File: src/hw/rtl/cordic_sine_cosine_tangent_defines.svh
// Assertion macros shared by the CORDIC block.
`ifndef CORDIC_SINE_COSINE_TANGENT_DEFINES_SVH
`define CORDIC_SINE_COSINE_TANGENT_DEFINES_SVH

// Checks that an implication holds at each rising clock edge outside reset.
`define CST_ASSERT_IMPL(label, ante, cons, msg) \
	label: assert property (@(posedge clk) disable iff (!arst_n) (ante) |-> (cons)) \
		else $error(msg);

// Checks that a condition in one cycle implies another in the next cycle.
`define CST_ASSERT_NEXT(label, ante, cons, msg) \
	label: assert property (@(posedge clk) disable iff (!arst_n) (ante) |=> (cons)) \
		else $error(msg);

`endif

File: src/hw/rtl/cst_pkg.sv
`timescale 1ns / 1ps
`default_nettype none
package cst_pkg;
	localparam int MaxIterations = 32;
	localparam int TableSize = 48;
	localparam int IterLimit = (MaxIterations < TableSize) ? MaxIterations : TableSize;
	localparam int IdxW = $clog2(IterLimit);
	// x and y carry two guard bits above Q2.30; z is Q.24 degrees.
	localparam int XyW = 34;
	localparam int ZW = 34;
	localparam logic [XyW-1:0] OneQ230 = XyW'(64'sd1073741824);

	localparam logic [31:0] ATAN_DEG_Q24 [TableSize] = '{
		32'd754974720, 32'd445687602, 32'd235489088, 32'd119537938, 32'd60000934,
		32'd30029717, 32'd15018523, 32'd7509720, 32'd3754917, 32'd1877466,
		32'd938734, 32'd469367, 32'd234684, 32'd117342, 32'd58671, 32'd29335,
		32'd14668, 32'd7334, 32'd3667, 32'd1833, 32'd917, 32'd458, 32'd229,
		32'd115, 32'd57, 32'd29, 32'd14, 32'd7, 32'd4, 32'd2, 32'd1, 32'd0,
		32'd0, 32'd0, 32'd0, 32'd0, 32'd0, 32'd0, 32'd0, 32'd0,
		32'd0, 32'd0, 32'd0, 32'd0, 32'd0, 32'd0, 32'd0, 32'd0
	};

	localparam logic [31:0] INV_GAIN_Q230 [TableSize] = '{
		32'd759250125, 32'd679093957, 32'd658817909, 32'd653730436, 32'd652457347,
		32'd652138997, 32'd652059405, 32'd652039507, 32'd652034532, 32'd652033289,
		32'd652032978, 32'd652032900, 32'd652032881, 32'd652032876, 32'd652032874,
		32'd652032874, 32'd652032874, 32'd652032874, 32'd652032874, 32'd652032874,
		32'd652032874, 32'd652032874, 32'd652032874, 32'd652032874, 32'd652032874,
		32'd652032874, 32'd652032874, 32'd652032874, 32'd652032874, 32'd652032874,
		32'd652032874, 32'd652032874, 32'd652032874, 32'd652032874, 32'd652032874,
		32'd652032874, 32'd652032874, 32'd652032874, 32'd652032874, 32'd652032874,
		32'd652032874, 32'd652032874, 32'd652032874, 32'd652032874, 32'd652032874,
		32'd652032874, 32'd652032874, 32'd652032874
	};

	// State of one item as it moves down the rotation pipeline.
	typedef struct packed {
		logic signed [XyW-1:0] x;
		logic signed [XyW-1:0] y;
		logic signed [ZW-1:0]  z;
		logic [IdxW-1:0]       last;
	} rot_t;

	// Operands of the tangent divider.
	typedef struct packed {
		logic signed [31:0] cos_v;
		logic signed [31:0] sin_v;
	} trig_t;
endpackage
`default_nettype wire

File: src/hw/rtl/cst_rot_stage.sv
`timescale 1ns / 1ps
`default_nettype none
// One CORDIC micro-rotation at a fixed iteration index; a pass-through once past last.
// The index comes in as a tied-off port, so shifts and the table lookup reduce to wiring.
module cst_rot_stage import cst_pkg::*; (
	input  wire  [IdxW-1:0] iter,
	input  wire  rot_t      din,
	output rot_t            dout
);
	logic signed [ZW-1:0] atan_v;
	logic signed [XyW-1:0] dx;
	logic signed [XyW-1:0] dy;
	logic active;

	assign atan_v = ZW'(signed'({1'b0, ATAN_DEG_Q24[iter]}));
	assign dx = din.y >>> iter;
	assign dy = din.x >>> iter;
	assign active = iter <= din.last;

	always_comb begin
		dout = din;
		if (active) begin
			if (!din.z[ZW-1]) begin
				dout.x = din.x - dx;
				dout.y = din.y + dy;
				dout.z = din.z - atan_v;
			end else begin
				dout.x = din.x + dx;
				dout.y = din.y - dy;
				dout.z = din.z + atan_v;
			end
		end
	end
endmodule
`default_nettype wire

File: config.mk
export PLATFORM = sky130hd
export DESIGN_NAME = cst_rot_stage
export DESIGN_NICKNAME = d
export VERILOG_FILES = /design/src/hw/rtl/cordic_sine_cosine_tangent_defines.svh /design/src/hw/rtl/cst_pkg.sv /design/src/hw/rtl/cst_rot_stage.sv
export SDC_FILE = /design/constraint.sdc
export NUM_CORES = 1
export LEC_CHECK = 0
export ABC_AREA = 0
export BUFFER_PORTS_ARGS = -buffer_cell sky130_fd_sc_hd__buf_2
export CAP_MARGIN = 20
export CORE_MARGIN = 1
export CORE_UTILIZATION = 46
export DETAILED_ROUTE_END_ITERATION = 8
export PLACE_DENSITY = 0.67
export SLEW_MARGIN = 0
export SYNTH_ARGS = -nofsm -noshare
export SYNTH_HDL_FRONTEND = slang
export SYNTH_SLANG_ARGS = --single-unit
File: constraint.sdc
create_clock -name vclk -period 10.8
set_input_delay 2.16 -clock vclk [all_inputs]
set_output_delay 2.16 -clock vclk [all_outputs]
set_load 0.005 [all_outputs]
==> out/results.ini <==
[outcome]
status=complete, no violations

[sta]
fmax_ghz=0.0961
drv_slew=0
fin_crit_ns=10.41
setup_viol=0
setup_tns_ns=0
period_share_pct=96.4
rsz0062_at_grt=false
slew_headroom_pct=25.4
finalHoldViolCount=0
timing.final.ws_setup_ns=0.391
tightestPinTransition_ns=1.12

[placement]
hpwl_mm=48.6
gp_congestion=1.10
numPortBuffers=219
dp.cells=2530
place_ws_ns=0.346

[synthesis]
syn_area_mm2=0.0143
synth_area_leader_cell=mux4_2
synth_cell_type_count=108
synth_seq_area_share_pct=0
yosysTopAreaCellShare_pct=12.1
yosys-top-cells-area=mux4_2 (12%), ha_1 (10%), a21oi_1 (7.3%)
synth_cells=1968
syn_avg_cell_area_um2=7.28
yosysWarnings=0
synthesis.nets=2199

[hold_path]
min_path_type=in2out

[power_and_ir_drop]
power_leakage_uw=0.00677
power_density_mw_per_mm2=91.1
vdd_ir_drop_max_uv=61.6

[cells_and_area]
multi_input_area_mm2=0.0134
final_nets=2367
seq_area_um2=0
n_fill_cell=3133
most-common-layout-cells=buf_2 (215), nor2_1 (209), a21oi_1 (209), nand2_1 (188), o21ai_0 (133)
drive_above_1_share_pct=22.0
n_clock_buffer=0
instances_no_fill=2530
synthToLayoutAreaGrowth_pct=11.1
design.seq.count=0
antenna_cells=0
final_common_cell=buf_2

[routing]
ant_nets=0
first_iter_violations=1842
first_pass_iters=6
vias=16900
routed_wl_mm=61.5
drc=0
wl_per_cell_um=24.3
via_per_inst=6.66

[floorplanning]
initial_core_util_pct=46.8
dieArea_mm2=0.0318
die_w_um=178
fp-row-count=64
die_h_um=178
ios=219
core_mm2=0.0306

[job]
drv_cap=0

[global_routing]
grt_overflow=0
grt_start_max_net_pins=67
grt_usage_pct=37.2
grt_pass1_vias=15300
grt_pass1_wl_mm=91.0
antenna_found_initial=1

[setup_path]
worstSetupStartpointType=input port
cp_slowest_cell=or4b_2
crit_path_cell_trace=buf_8, buf_12, mux2_2, mux2i_1, a2bb2oi_1, o211a_1, nor2b_1, and2_1, nor2b_1, a21oi_1, xor2_1, ha_1, a21o_1, a21oi_1, o21a_1, o21ai_0, o31ai_1, buf_4, o311ai_0, a221oi_1, a31oi_1, or4b_2, nand3_1, buf_2
worstSetupPathType=in2out
critPathTopFamily=compound AO/OA/AOI/OAI gates
crit_required_ns=8.64
critical_path.max_stage_delay_ns=0.62
crit_buf_inv=4
crit_fanout=43
arrival_ns=8.25
cp-end-kind=output port

[clocking]
cts_hold_buf=0

per-stage QoR:
stage | instance area, um^2 | hold WS (ns) | util [%] | total power, uW
floorplan | 14300 | 4.40 | - | 983
global placement | 15900 | 4.50 | 51.9 | 1410
detailed placement | 15900 | 4.50 | 51.9 | 1420
CTS | 15900 | 4.50 | 51.9 | 1430
global route | 15900 | 4.51 | 52.0 | 1580
finish | 15900 | 4.50 | 52.0 | 1450
power by group:
| group | internal, uW | total (uW) | leakage, uW | switching [uW] |
|---|---|---|---|---|
| sequential | 0 | 0 | 0 | 0 |
| clock | 0 | 0 | 0 | 0 |
| combinational | 621 | 1450 | 0.00677 | 829 |
| total | 621 | 1450 | 0.00677 | 829 |
metal layers:
layer	up-vias	share of wire, %	track usage, %
li1	7735	-	-
met1	7925	40	49.7
met2	1014	45	59.9
met3	188	10	4.52
met4	0	4.5	16.4
met5	-	0	0
synth_stat cells, types with 10 or more instances:
cell type / n
or2_2: 17
or3_1: 10
a21o_1: 41
o22ai_1: 26
nand2b_1: 31
buf_2: 35
o31ai_1: 21
a22oi_1: 14
buf_6: 13
o211ai_1: 15
nand3_1: 35
o21ai_0: 134
mux2_2: 33
clkbuf_1: 59
inv_1: 46
a31oi_1: 31
nand2_1: 188
buf_4: 11
mux4_2: 77
nor3_1: 29
a21oi_1: 209
a211oi_1: 25
xor2_1: 74
nor2_1: 210
and3_1: 16
nor2b_1: 23
ha_1: 116
o21bai_1: 14
nand4_1: 10
xnor2_1: 99
mux2i_1: 59
and2_1: 16
o21a_1: 20
worst paths after layout:
path,start,to,slack (ns),cells past startpoint
worst min-delay path,din[2],dout[2],4.50,2
worst max-delay path,iter[1],dout[71],0.39,24
layout make-up:
class                      count  share of cell area [%]
multi-input combinational   1786                    84.4
inverter                      51                    1.20
timing repair buffer         297                    11.3
tap                          396                    3.11
cell families (layout without fill, tap and decap cells):
group,Yosys count,count (layout),share of synthesized area [%]
AOI/OAI and AO/OA,668,668,30.0
xor gates and xnor gates,173,173,10.6
adders and majority gates,119,119,10.6
buffers and inverters,182,348,6.46
muxes,184,184,20.6
and+or+nand+nor,642,642,21.9
timing repair:
action | in CTS | in global routing
endpoints found under the setup margin | 0 | 4
resized for setup | 0 | 9
hold endpoints to repair | 0 | 0
setup buffers | 0 | 0
No activity file was read; power rests on OpenSTA's default activity.
